[config.mk]
export PLATFORM = sky130hd
export DESIGN_NAME = gn1d_front
export DESIGN_NICKNAME = d
export VERILOG_FILES = /design/src/rtl/gn1d_pkg.sv /design/src/rtl/gn1d_front.sv
export VERILOG_INCLUDE_DIRS = /design/src /design/src/rtl
export SDC_FILE = /design/constraint.sdc
export NUM_CORES = 1
export LEC_CHECK = 0
export BUFFER_PORTS_ARGS = -buffer_cell sky130_fd_sc_hd__buf_2
export CORE_ASPECT_RATIO = 0.8
export CORE_UTILIZATION = 55
export DETAILED_ROUTE_END_ITERATION = 8
export GPL_TIMING_DRIVEN = 0
export PLACE_DENSITY = 0.78
export REMOVE_ABC_BUFFERS = 1
export SLEW_MARGIN = 20
export SYNTH_ARGS = -nofsm -noshare
export SYNTH_HDL_FRONTEND = slang
export SYNTH_SLANG_ARGS = --single-unit
[constraint.sdc]
create_clock -name clk -period 2.63 [get_ports clk]
set_input_delay 0.263 -clock clk [delete_from_list [all_inputs] [get_ports clk]]
set_output_delay 0.263 -clock clk [all_outputs]
set_load 0.01 [all_outputs]
[src/rtl/gradient_noise_1d_defines.svh]
// Assertion macros shared by the gradient noise RTL.
`ifndef GRADIENT_NOISE_1D_DEFINES_SVH
`define GRADIENT_NOISE_1D_DEFINES_SVH

// Property checked at every clock edge outside reset.
`define GN1D_ASSERT(label, prop, msg) \
  label: assert property (@(posedge clk) disable iff (rst) prop) else $error(msg);

// Consequent checked in the cycle after the antecedent.
`define GN1D_ASSERT_NEXT(label, ante, cons, msg) \
  label: assert property (@(posedge clk) disable iff (rst) (ante) |=> (cons)) else $error(msg);

`endif

[src/rtl/gn1d_pkg.sv]
// Package with the types and constants of the gradient noise block.
package gn1d_pkg;

  localparam int FRAC_BITS   = 16;
  localparam int TABLE_SIZE  = 256;
  localparam int IDX_W       = $clog2(TABLE_SIZE);
  localparam int POS_W       = 32;
  localparam int NOISE_W     = 18;
  localparam int QUEUE_DEPTH = 4;
  localparam int QPTR_W      = $clog2(QUEUE_DEPTH);
  localparam int QCNT_W      = $clog2(QUEUE_DEPTH + 1);

  typedef enum logic {
    REQ_LOAD = 1'b0,
    REQ_EVAL = 1'b1
  } req_kind_t;

  typedef enum logic {
    REG_RANGE_MIN = 1'b0,
    REG_RANGE_MAX = 1'b1
  } cfg_reg_t;

  typedef struct packed {
    logic                 is_eval;
    logic [IDX_W-1:0]     index;
    logic [FRAC_BITS-1:0] frac;
    logic                 sign_bit;
  } item_t;

  function automatic logic signed [39:0] fx_round(input logic signed [39:0] prod);
    return (prod + (40'sd1 <<< (FRAC_BITS - 1))) >>> FRAC_BITS;
  endfunction

endpackage

[src/rtl/gn1d_front.sv]
// Front end: classifies incoming words and queues them for the datapath.
`include "gradient_noise_1d_defines.svh"

module gn1d_front import gn1d_pkg::*; (
  input  logic                    clk,
  input  logic                    rst,
  input  logic                    req_valid,
  output logic                    req_stall,
  input  logic                    req_type,
  input  logic signed [POS_W-1:0] position,
  input  logic [7:0]              table_index,
  input  logic                    table_bit,
  output item_t                   head,
  output logic                    head_valid,
  input  logic                    pop
);

  item_t              entries [QUEUE_DEPTH];
  item_t              incoming;
  logic [QPTR_W-1:0]  wr_ptr;
  logic [QPTR_W-1:0]  rd_ptr;
  logic [QCNT_W-1:0]  count;
  logic               push;

  assign req_stall  = (count == QCNT_W'(QUEUE_DEPTH));
  assign push       = req_valid && !req_stall;
  assign head_valid = (count != '0);
  assign head       = entries[rd_ptr];

  always_comb begin
    incoming.is_eval  = (req_kind_t'(req_type) == REQ_EVAL);
    incoming.frac     = position[FRAC_BITS-1:0];
    incoming.sign_bit = table_bit;
    if (incoming.is_eval) begin
      // The low bits of floor(x) give the table index modulo its size.
      incoming.index = position[FRAC_BITS+IDX_W-1:FRAC_BITS];
    end else begin
      incoming.index = table_index[IDX_W-1:0];
    end
  end

  always_ff @(posedge clk) begin
    if (push) begin
      entries[wr_ptr] <= incoming;
    end
  end

  always_ff @(posedge clk) begin
    if (rst) begin
      wr_ptr <= '0;
      rd_ptr <= '0;
      count  <= '0;
    end else begin
      if (push) begin
        wr_ptr <= wr_ptr + QPTR_W'(1);
      end
      if (pop) begin
        rd_ptr <= rd_ptr + QPTR_W'(1);
      end
      count <= count + QCNT_W'(push) - QCNT_W'(pop);
    end
  end

  `GN1D_ASSERT(a_count_bound, count <= QCNT_W'(QUEUE_DEPTH), "Queue count exceeds its depth.")
  `GN1D_ASSERT_NEXT(a_count_track, 1'b1, count == $past(count) + QCNT_W'($past(push)) - QCNT_W'($past(pop)), "Queue count lost track of pushes and pops.")

endmodule

# After elaboration in Yosys (flattened, before gate mapping)
# Memory sizes are Yosys's and may differ from the RTL's. A register that Yosys moved wholly into a read port is not among the register bits.
# Index checks and enable logic that the tools add are counted.
dict set report totals {
  ff_bits 7
  latchBits 0
  mem_bits_rw 104
  mem_bits_ro 0
  inputBits 46
  output_inout_bits 28
  wordCells 17
  n_memories 1
}
# memory depth word_bits rd rd_ports_with_merged_regs write_ports line
set mem_list {}
lappend mem_list {entries 4 26 1 1 1 gn1d_front.sv:18} ;# item_t entries [QUEUE_DEPTH];
dict set report op_classes {
  n_addsub 4
  mul 0
  div_mod_pow 0
  magnitude_cmp 0
  n_eq_ne 1
  shift 0
  mux 5
  bitwise_logic 0
  n_reduce_logical 3
}
# operator count
set ops {}
lappend ops {{two-way mux 8 bit} 1}
lappend ops {{adder 2 x 1 -> 2 bit, second input constant} 2}
lappend ops {{two-way mux 2 bit} 2}
lappend ops {{adder 3 x 1 -> 3 bit} 1}
lappend ops {{equality test 3 bit, second input constant} 1}
lappend ops {{nonzero test 3 bit} 1}
lappend ops {{subtractor 3 x 1 -> 3 bit} 1}
lappend ops {{two-way mux 1 bit} 2}
lappend ops {{logical AND 1 bit} 1}
lappend ops {{logical NOT 1 bit} 1}

# Depth between registers and ports, before layout
# Gate-level depths: netlist of the first run.
dict set report logic_depth {
  word_depth 5
  depth_mapped 11
  depth_no_buf 11
}

# Worst setup path after synthesis of the first run
# OpenSTA, ideal clock, no wires.
dict set report synth_timing {
  path_kind {reg2reg}
  start {register count[1]}
  end {register count[2]}
  setup_ns 0.078
  arrival_ns 2.048
  required_time_ns 2.552
  slack_ns 0.504
  stages_incl_launch_ff 12
  path_buffers 0
  period_less_slack_ns 2.126
  cell_sequence {dfxtp_1 nor3b_2 nor2_1 inv_1 ha_1 inv_1 ha_1 inv_1 fa_1 xor2_1 and2_1 nor3_1}
}
dict set report synth_via {
  elab_chain_len 5
}
# element line
set synth_rtl {}
lappend synth_rtl {{start, declared} gn1d_front.sv:22} ;# logic [QCNT_W-1:0] count;
lappend synth_rtl {{start signal, assigned} gn1d_front.sv:60} ;# count <= count + QCNT_W'(push) - QCNT_W'(pop);
lappend synth_rtl {{equality test 3 bit} gn1d_front.sv:25} ;# assign req_stall = (count == QCNT_W'(QUEUE_DEPTH));
lappend synth_rtl {{named net req_stall} gn1d_front.sv:8} ;# output logic req_stall,
lappend synth_rtl {{logical NOT 1 bit} gn1d_front.sv:26} ;# assign push = req_valid && !req_stall;
lappend synth_rtl {{logical AND 1 bit} gn1d_front.sv:26}
lappend synth_rtl {{adder 3 x 1 -> 3 bit} gn1d_front.sv:60}
lappend synth_rtl {{subtractor 3 x 1 -> 3 bit} gn1d_front.sv:60}
# The timed path passes the listed nets, and every way through them passes these cells.
# A chain may end at the register's enable or synchronous reset.

# Final worst setup path of the first run
dict set report layout_timing {
  start {register count[1]}
  end {register count[2]}
}
dict set report layout_via {
  elab_chain_len 5
}
# element line
set layout_rtl {}
lappend layout_rtl {{equality test 3 bit} gn1d_front.sv:25}
lappend layout_rtl {{logical NOT 1 bit} gn1d_front.sv:26}
lappend layout_rtl {{logical AND 1 bit} gn1d_front.sv:26}
lappend layout_rtl {{adder 3 x 1 -> 3 bit *} gn1d_front.sv:60}
lappend layout_rtl {{subtractor 3 x 1 -> 3 bit *} gn1d_front.sv:60}
# Every way passes the cells marked *; elsewhere a longest branch is shown, timed or not.

==> metrics, run 1 <==
wire length on met3=257 um; register area share after synthesis=0.760; Async SR Flop Fraction=0; max_cap viols=0; Tot Pwr=between 5 and 6 mW; Hold Crit Depth=2; Final nets=340; TritonCTS buffer count=17; Clock Skew=a little under 0.01 ns; row count=28; status=finished clean; uppermost routed layer=met4; Post-Syn Area=between 4000 and 5000 um2; first-pass GRT wire length=approximately 11 mm; Fin. Hold Viols=0; measured slew at the worst slew-check pin=~0.74 ns; FF-to-FF path depth=11; GP Congestion=roughly 0.66; Final setup viols=0; starting density of the core=0.577; DRT met1 WL=between 3 and 4 mm; Slowest cell on crit path=dfxtp_1; full die area=about 8300 um2; Core Area=approximately 7500 um2; internal reg-to-reg setup slack=roughly 0.24 ns; share of the synthesized area in the top cell type=0.718; Setup crit start kind=flip-flop; drc violations=0; IR drop worst, VDD=between 0.5 and 0.6 mV; synth top area cells=edfxtp_1 (72%), mux4_2 (10%), dfxtp_1 (4.1%); syn avg cell area=roughly 23 um2; clk sinks=roughly 110; routed vias/inst=between 5 and 6; ANT nets after route=0; clock latency at the later pin of the worst-skew pair=approximately 0.49 ns; Max Freq=between 400 and 500 MHz; WP data arrival=2.79 ns; Routed Wire Length=between 7 and 8 mm; Crit Reg-Reg Endpoint=count[2]; kind of critical path=flip-flop to flip-flop; most used cell, CP=inv_1; CP endpoint kind=flip-flop; Mapped Cells=roughly 190; Core Util, Final=0.740; cell taking the most area after synthesis=edfxtp_1; Post-DP HPWL=roughly 4.2 mm; Hold Crit Start=rst; Worst Hold Class=primary input to flip-flop; hold path endpoint=count[1]; root buffer cell=clkbuf_8; IO Port Bufs=65; IO Pins=74; pwr dens=approximately 960 nW/um2; RR Startpoint=count[1]; Synth warnings=0; Static Leak=~2 nW; Ant. Diodes=0; Final Max Slew Viols=0; Clock Path Buffers=2; WL per Instance=about 18 um; Synth top cells by count=edfxtp_1 (104), mux4_2 (20), dfxtp_1 (9); main flop type after synthesis=edfxtp_1; gr usage total=0.198; area occupied by registers=3310 um2; placed insts=356; crit path cell chain=nor3b_2 > nor2_1 > inv_1 > ha_1 > inv_1 > ha_1 > inv_1 > fa_1 > xor2_1 > and2_1 > nor3_1; Tcrit/Tclk final=0.908; final setup margin=0.242 ns; drt pass-1 iters=4; H-Tree Depth=4; Post-Layout Cell Count=405; fraction of layout cells with a size suffix above 1=0.430; most frequent cell after synthesis=edfxtp_1; First DRT Iteration DRCs=slightly below 100; Slew HR=0.510; DR vias=around 2,100; Yosys reg bits=113; Setup WS pre-CTS=between 0.2 and 0.25 ns; CTS tree=built; crit path time final=between 2 and 2.5 ns; Die Span Y=around 80 um; Die Span X=101 um; Yosys cell types=26; Max stage delay on crit path=roughly 0.45 ns; Synth-to-Final Area Change=28.2%; RSZ-0062 raised after global routing=no; Clock Pin Slew Worst Setup and Hold Paths=about 0.06 ns; Critical Path RT=around 3.0 ns; vias in the first global route=2,191; area of the multi-input gates=around 950 um2; number of flops mapped to enable cells by yosys=104; Crit Path Max Fanout=6; antenna violations before repair=0; GRT overflow=0; WL met2=around 3.7 mm; largest net degree at the start of global routing=27; fillcell total=~450; # Post-CTS Setup Buffers=0
through the flow:
stage / setup TNS, ns / hold slack [ns] / cell area [um2]
floorplan: 0 / 0.330 / 4270
global placement: -0.462 / 0.477 / 4730
detailed placement: 0 / 0.482 / 4760
CTS: 0 / 0.0210 / 5570
global route: 0 / 0.0508 / 5570
finish: 0 / 0.0425 / 5570
logic make-up after synthesis:
| family | after synthesis | share of synthesized area |
|---|---|---|
| DFF | 113 | 0.760 |
| muxes | 35 | 0.163 |
| and+or+nand+nor | 19 | 0.0245 |
| buffers and inverters | 14 | 0.0224 |
| adders and majority gates | 7 | 0.0219 |
| xor gates and xnor gates | 3 | 0.00605 |
| AOI/OAI and AO/OA | 2 | 0.00230 |
worst max-delay path, delay by kind of cell, from the launching register on:
family / cells / cell delay [ns]
xor+xnor: 1 / 0.16
flops: 1 / 0.45
simple gates: 4 / 0.69
buf+inv: 3 / 0.19
fa+ha+maj: 3 / 0.79
repair_timing:
| action | CTS | global route |
|---|---|---|
| hold buffers | 17 | 0 |
| hold endpoints to repair | 66 | 0 |
| gates resized for setup | 0 | 0 |
| setup endpoints to repair | 0 | 0 |
sequential cells by signal (all words and copies together), names as in the netlist, named ones only:
register and flops:
count 3, entries 104, wr_ptr 2, rd_ptr 2
layout make-up:
cell class                      count  area share
Clock buffer                       20      0.0764
Clock inverter                     12      0.0382
Inverter                            6     0.00404
Multi-Input combinational cell     66       0.171
Sequential cell                   113       0.593
Tap cell                          105      0.0236
Timing Repair Buffer               83      0.0939
routing by layer:
metal	track usage	up-vias
li1	-	980
met1	0.258	1074
met2	0.321	59
met3	0.0621	5
met4	0.0696	0
met5	0	-
worst max path at each step:
stage,from,to
finish,count[1],count[2]
global route,count[1],count[2]
floorplan,flip-flop,head[20]
detailed placement,count[1],count[2]
CTS,count[1],count[2]
global placement,flip-flop,head[24]
layout by cell type, fill, tap and decap left out, drive strengths merged:
cell type    netlist  routed
edfxtp           104     104
buf                6      66
mux4              26      26
clkbuf             2      20
dlygate4sd3        0      17
dfxtp              9       9
mux2               8       8
inv                6       6
nor2               6       6
ha                 6       6
bufinv             0       6
clkinv             0       6
and2               5       5
or3                2       2
xor2               2       2
nand2b             2       2
nor3b              1       1
nor2b              1       1
o21ai              1       1
a21oi              1       1
xnor2              1       1
nand2              1       1
mux2i              1       1
nor3               1       1
fa                 1       1
power breakdown:
part | switching [mW] | internal [mW] | leakage [nW]
sequential | 0.0869 | 2.17 | 1.03
combinational | 0.314 | 0.304 | 0.675
clock | 0.740 | 1.72 | 0.314
total | 1.14 | 4.19 | 2.02
(Power assumes the default switching activity.)
==> run 2, diff against run 1 <==
--- a/config.mk
+++ b/config.mk
@@ -11,7 +11,7 @@
 export CORE_UTILIZATION = 55
 export DETAILED_ROUTE_END_ITERATION = 8
 export GPL_TIMING_DRIVEN = 0
-export PLACE_DENSITY = 0.78
+export PLACE_DENSITY = 0.89
 export REMOVE_ABC_BUFFERS = 1
 export SLEW_MARGIN = 20
 export SYNTH_ARGS = -nofsm -noshare
==> run 2 against run 1 <==
Register-to-register slack better by 0.07 ns; routed wire length is 2.0% higher; clock power hardly changed; worst hold slack worse by 0.018 ns; via count is 0.42% lower; utilization is 0.12 points lower; worst setup slack better by 0.068 ns; clock skew is 0.0022 ns lower; flip-flop and latch count stayed put; combinational power hardly changed; critical endpoint unchanged; highest routed layer unchanged.
==> metrics, run 2 (same netlist as run 1, synthesis figures left out) <==
Min Hold Slack=0.0242 ns; WP data arrival=around 2.8 ns; clock latency at the later pin of the worst-skew pair=roughly 0.51 ns; kind of critical path=flip-flop to flip-flop; Post-Layout Cell Count=405; gr usage total=0.201; Clock Pin Slew Worst Setup and Hold Paths=around 0.050 ns; routed vias/inst=approximately 5.2; placed insts=roughly 360; area of the multi-input gates=around 950 um2; Final setup viols=0; Largest Register=entries; critical path launch point=count[1]; Static Leak=between 2 and 2.5 nW; max_cap viols=0; GRT overflow=0; crit path to=count[2]; DR vias=2,109; most common cell after layout, fill and taps aside=edfxtp_1; cell area after layout=5560 um2; Crit Reg-Reg Endpoint=count[2]; largest net degree at the start of global routing=27; Die Span Y=between 80 and 90 um; WL per Instance=18.3 um; most frequent cells in the layout=edfxtp_1 (104), buf_2 (65), mux4_2 (20); crit path time final=between 2 and 2.5 ns; Slew HR=0.526; IO Port Bufs=between 60 and 70; ANT nets after route=0; Critical Path RT=3.06 ns; CP endpoint kind=flip-flop; Area after DPL=about 4800 um2; post-CTS sizing=0; drt pass-1 iters=5; RSZ-0062 raised after global routing=no; full die area=just over 8000 um2; Ant. Diodes=0; measured slew at the worst slew-check pin=about 0.71 ns; Worst Hold Class=primary input to flip-flop; IO Pins=74; drc violations=0; Setup WS pre-CTS=0.343 ns; status=finished clean; Crit Path Max Fanout=6; Final Max Slew Viols=0; biggest regs=entries: 104 flops, count: 3 flops; row count=28; TritonCTS buffer count=17; fraction of layout cells with a size suffix above 1=0.430; final setup margin=between 0.3 and 0.4 ns; antenna violations before repair=0; Post-DP HPWL=~4.1 mm; Hold Buf Count CTS=17; area occupied by registers=approximately 3300 um2; Clock Skew=roughly 0.0075 ns; first-pass GRT wire length=between 10 and 15 mm; pwr dens=roughly 960 nW/um2; Tcrit/Tclk final=0.882; First DRT Iteration DRCs=between 90 and 100; Die Span X=slightly above 100 um; fillcell total=about 440; Final nets=340; IR drop worst, VDD=slightly above 0.7 mV; internal reg-to-reg setup slack=approximately 0.3 ns; Routed Wire Length=~7.4 mm; RR Startpoint=count[1]; vias in the first global route=between 2,000 and 2,500; clk sinks=113; # Post-CTS Setup Buffers=0; Clock Path Buffers=2; CTS tree=built; Synth-to-Final Area Change=28.0%; starting density of the core=0.577; Core Area=around 7500 um2; Fin. Hold Viols=0; FF-to-FF path depth=11; H-Tree Depth=4; max reg flops=104; Setup crit start kind=flip-flop; GP Congestion=around 0.67; Max Freq=431 MHz; root buffer cell=clkbuf_8
[run 2: cell count changes in the layout (fill, tap and decap cells not counted), sizes merged]
cell	delta
clkbuf	-1
clkinvlp	+1
[run 2: metrics by stage]
stage	util	setup TNS, ns	power (mW)
4_1_cts	0.739	0	5.38
5_1_grt	0.739	0	5.53
2_1_floorplan	-	0	2.64
3_3_place_gp	0.628	-0.0393	2.85
3_5_place_dp	0.631	0	2.89
6_report	0.739	0	5.34
[run 2: cell type report]
class                   count  share of cell area
repair buffers             83              0.0927
multi-input cells          66               0.171
clock inverters            13              0.0387
inverters                   6             0.00405
clock buffers              19              0.0758
flip-flops and latches    113               0.594
well taps                 105              0.0236
[run 2: power breakdown]
group          leakage, nW  internal (mW)  switching, mW
sequential            1.03           2.17         0.0790
combinational        0.671          0.299          0.317
clock                0.310           1.71          0.759
[run 2: metal layers]
layer / vias to the layer above / global-route usage / share of wire
li1: 978 / - / -
met1: 1060 / 0.233 / 0.41
met2: 61 / 0.344 / 0.53
met3: 10 / 0.0732 / 0.047
met4: 0 / 0.0826 / 0.011
met5: - / 0 / 0
[run 2: worst min path at each step]
stage	from	end	slack, ns	cells after the start
final	rst	count[1]	0.02	2
after global routing	rst	wr_ptr[0]	0.03	2
after CTS	rst	count[1]	0.007	2
after detailed placement	position[12]	entries[0][13]	0.48	1
after global placement	position[9]	entries[2][10]	0.48	1
after floorplan	rst	count[1]	0.33	1
[run 2: critical path, cell delays in order, from the launching register on]
cell and delay [ns]:
dfxtp_1 0.42, nor3b_2 0.10, nor2_1 0.30, inv_1 0.08, ha_1 0.27, inv_1 0.06
ha_1 0.13, inv_1 0.05, fa_1 0.37, xor2_1 0.16, and2_1 0.15, nor3_1 0.13
==> run 3, diff against run 2 <==
--- a/config.mk
+++ b/config.mk
@@ -6,9 +6,10 @@
 export SDC_FILE = /design/constraint.sdc
 export NUM_CORES = 1
 export LEC_CHECK = 0
-export BUFFER_PORTS_ARGS = -buffer_cell sky130_fd_sc_hd__buf_2
+export BUFFER_PORTS_ARGS = -buffer_cell sky130_fd_sc_hd__buf_4
 export CORE_ASPECT_RATIO = 0.8
 export CORE_UTILIZATION = 55
+export CTS_BUF_LIST = sky130_fd_sc_hd__clkbuf_16
 export DETAILED_ROUTE_END_ITERATION = 8
 export GPL_TIMING_DRIVEN = 0
 export PLACE_DENSITY = 0.89
==> run 3 against run 2 <==
Clock power barely moved; worst hold slack better by 0.040 ns; clock skew barely moved; register-to-register slack better by 0.05 ns.
==> metrics, run 3 (same netlist as run 1, synthesis figures left out) <==
status=finished clean; Hold Buf Count CTS=0; FF-to-FF path depth=11; Switching Share=0.218; crit path cell chain=nor3b_2 > nor2_1 > inv_1 > ha_1 > inv_1 > ha_1 > inv_1 > fa_1 > xor2_1 > and2_1 > nor3_1; Min Hold Slack=about 0.065 ns; max reg flops=around 100; Die Span X=101 um; clock network power share=0.455; Max stage delay on crit path=approximately 0.43 ns; Clock Path Buffers=2; Ant. Diodes=0; GRT overflow=0; IR drop worst, VDD=roughly 1.0 mV; drt pass-1 iters=4; full die area=just over 8000 um2; CTS tree=built; starting density of the core=0.577; combinational power share=0.126; most frequent cells in the layout=edfxtp_1 (104), buf_4 (65), mux4_2 (20); worst path bufs/invs=3; Setup WS pre-CTS=0.371 ns; clock latency at the later pin of the worst-skew pair=0.40 ns; sequential share of power=0.419; internal reg-to-reg setup slack=0.36 ns; CP endpoint kind=flip-flop; crit path to=count[2]; crit path time final=approximately 2.3 ns; fraction of layout cells with a size suffix above 1=0.466; routed vias/inst=around 5.3; # Post-CTS Setup Buffers=0; GP Congestion=around 0.66; Fin. Hold Viols=0; Routed Wire Length=~7.1 mm; clk sinks=approximately 110; IO Port Bufs=65; Worst Hold Class=primary input to flip-flop; ANT nets after route=0; Die Span Y=slightly above 80 um; Core Area=~7500 um2; kind of critical path=flip-flop to flip-flop; measured slew at the worst slew-check pin=slightly above 0.7 ns; gr usage total=0.190; largest net degree at the start of global routing=27; biggest regs=entries: 104 flops, count: 3 flops; First DRT Iteration DRCs=102; fillcell total=around 400; Critical Path RT=about 3 ns; WL per Instance=between 15 and 20 um; post-CTS sizing=0; Setup crit start kind=flip-flop; Final Max Slew Viols=0; final setup margin=~0.36 ns; Post-DP HPWL=approximately 4.1 mm; vias in the first global route=~2,100; Final nets=~320; Core Util, Final=0.738; antenna violations before repair=0; Clock Pin Slew Worst Setup and Hold Paths=0.05 ns; Tcrit/Tclk final=0.864; Crit Reg-Reg Endpoint=count[2]; cell depth of the worst setup path=11; IO Pins=74; most common cell after layout, fill and taps aside=edfxtp_1; WP data arrival=roughly 2.6 ns; Slowest cell on crit path=dfxtp_1; Final setup viols=0; P_sw=1.17 mW; cell internal pwr=approximately 4.2 mW; first-pass GRT wire length=around 11 mm; Crit Path Max Fanout=6; TritonCTS buffer count=17; drc violations=0; Slew HR=0.515; max_cap viols=0; RSZ-0062 raised after global routing=no; row count=28; most used cell, CP=inv_1; Synth-to-Final Area Change=27.9%; Largest Register=entries; cell family with most CP delay=adder cells; RR Startpoint=count[1]; Clock Skew=about 0.0076 ns; Static Leak=between 1.5 and 2 nW; H-Tree Depth=4; critical path launch point=count[1]; DR vias=around 2,000; Max Freq=~440 MHz; root buffer cell=clkbuf_16; pwr dens=about 960 nW/um2
-- run 3: power by group through the flow --
stage	clock (mW)	sequential, mW	combinational (mW)
6_report	2.44	2.25	0.675
5_1_grt	2.56	2.26	0.742
4_1_cts	2.47	2.25	0.689
3_5_place_dp	0	2.28	0.685
3_3_place_gp	0	2.29	0.637
2_1_floorplan	0	2.27	0.369
-- run 3: metrics by stage --
step	cell area, um2	total power [mW]	std cells	setup TNS [ns]
floorplan	4270	2.64	185	0
global placement	4890	2.93	355	-0.0776
detailed placement	4920	2.97	356	0
CTS	5560	5.41	388	0
global route	5560	5.56	388	0
finish	5560	5.36	388	0
-- run 3: worst reg2reg max path: stages (launching register included) --
cell	delay (ns)
dfxtp_1	0.43
nor3b_2	0.10
nor2_1	0.29
inv_1	0.08
ha_1	0.27
inv_1	0.05
ha_1	0.13
inv_1	0.05
fa_1	0.37
xor2_1	0.16
and2_1	0.15
nor3_1	0.13
-- run 3: layout make-up --
| class | instances | area [um2] | share of cell area |
|---|---|---|---|
| Tap cell | 105 | 131 | 0.0236 |
| Timing Repair Buffer | 66 | 508 | 0.0914 |
| Multi-Input combinational cell | 66 | 951 | 0.171 |
| Sequential cell | 113 | 3310 | 0.595 |
| Clock buffer | 17 | 425 | 0.0765 |
| Clock inverter | 15 | 216 | 0.0389 |
| Inverter | 6 | 22.5 | 0.00405 |
-- run 3: worst min path at each step --
stage	endpoint	cells past startpoint	slack (ns)	start
2_1_floorplan	count[1]	1	0.33	rst
3_3_place_gp	entries[2][4]	1	0.46	position[3]
3_5_place_dp	entries[0][13]	1	0.47	position[12]
4_1_cts	entries[0][13]	1	0.05	position[12]
5_1_grt	entries[0][6]	1	0.05	position[5]
6_report	entries[2][4]	1	0.06	position[3]
-- run 3: routing by layer --
metal  share of wire  up-vias  track usage  wire length [um]
met5               0        -            0                 0
met4          0.0021        0       0.0565                15
met3           0.045        2       0.0757               324
met2            0.52       67        0.329              3710
met1            0.43     1021        0.220              3090
li1                -      947            -                 -
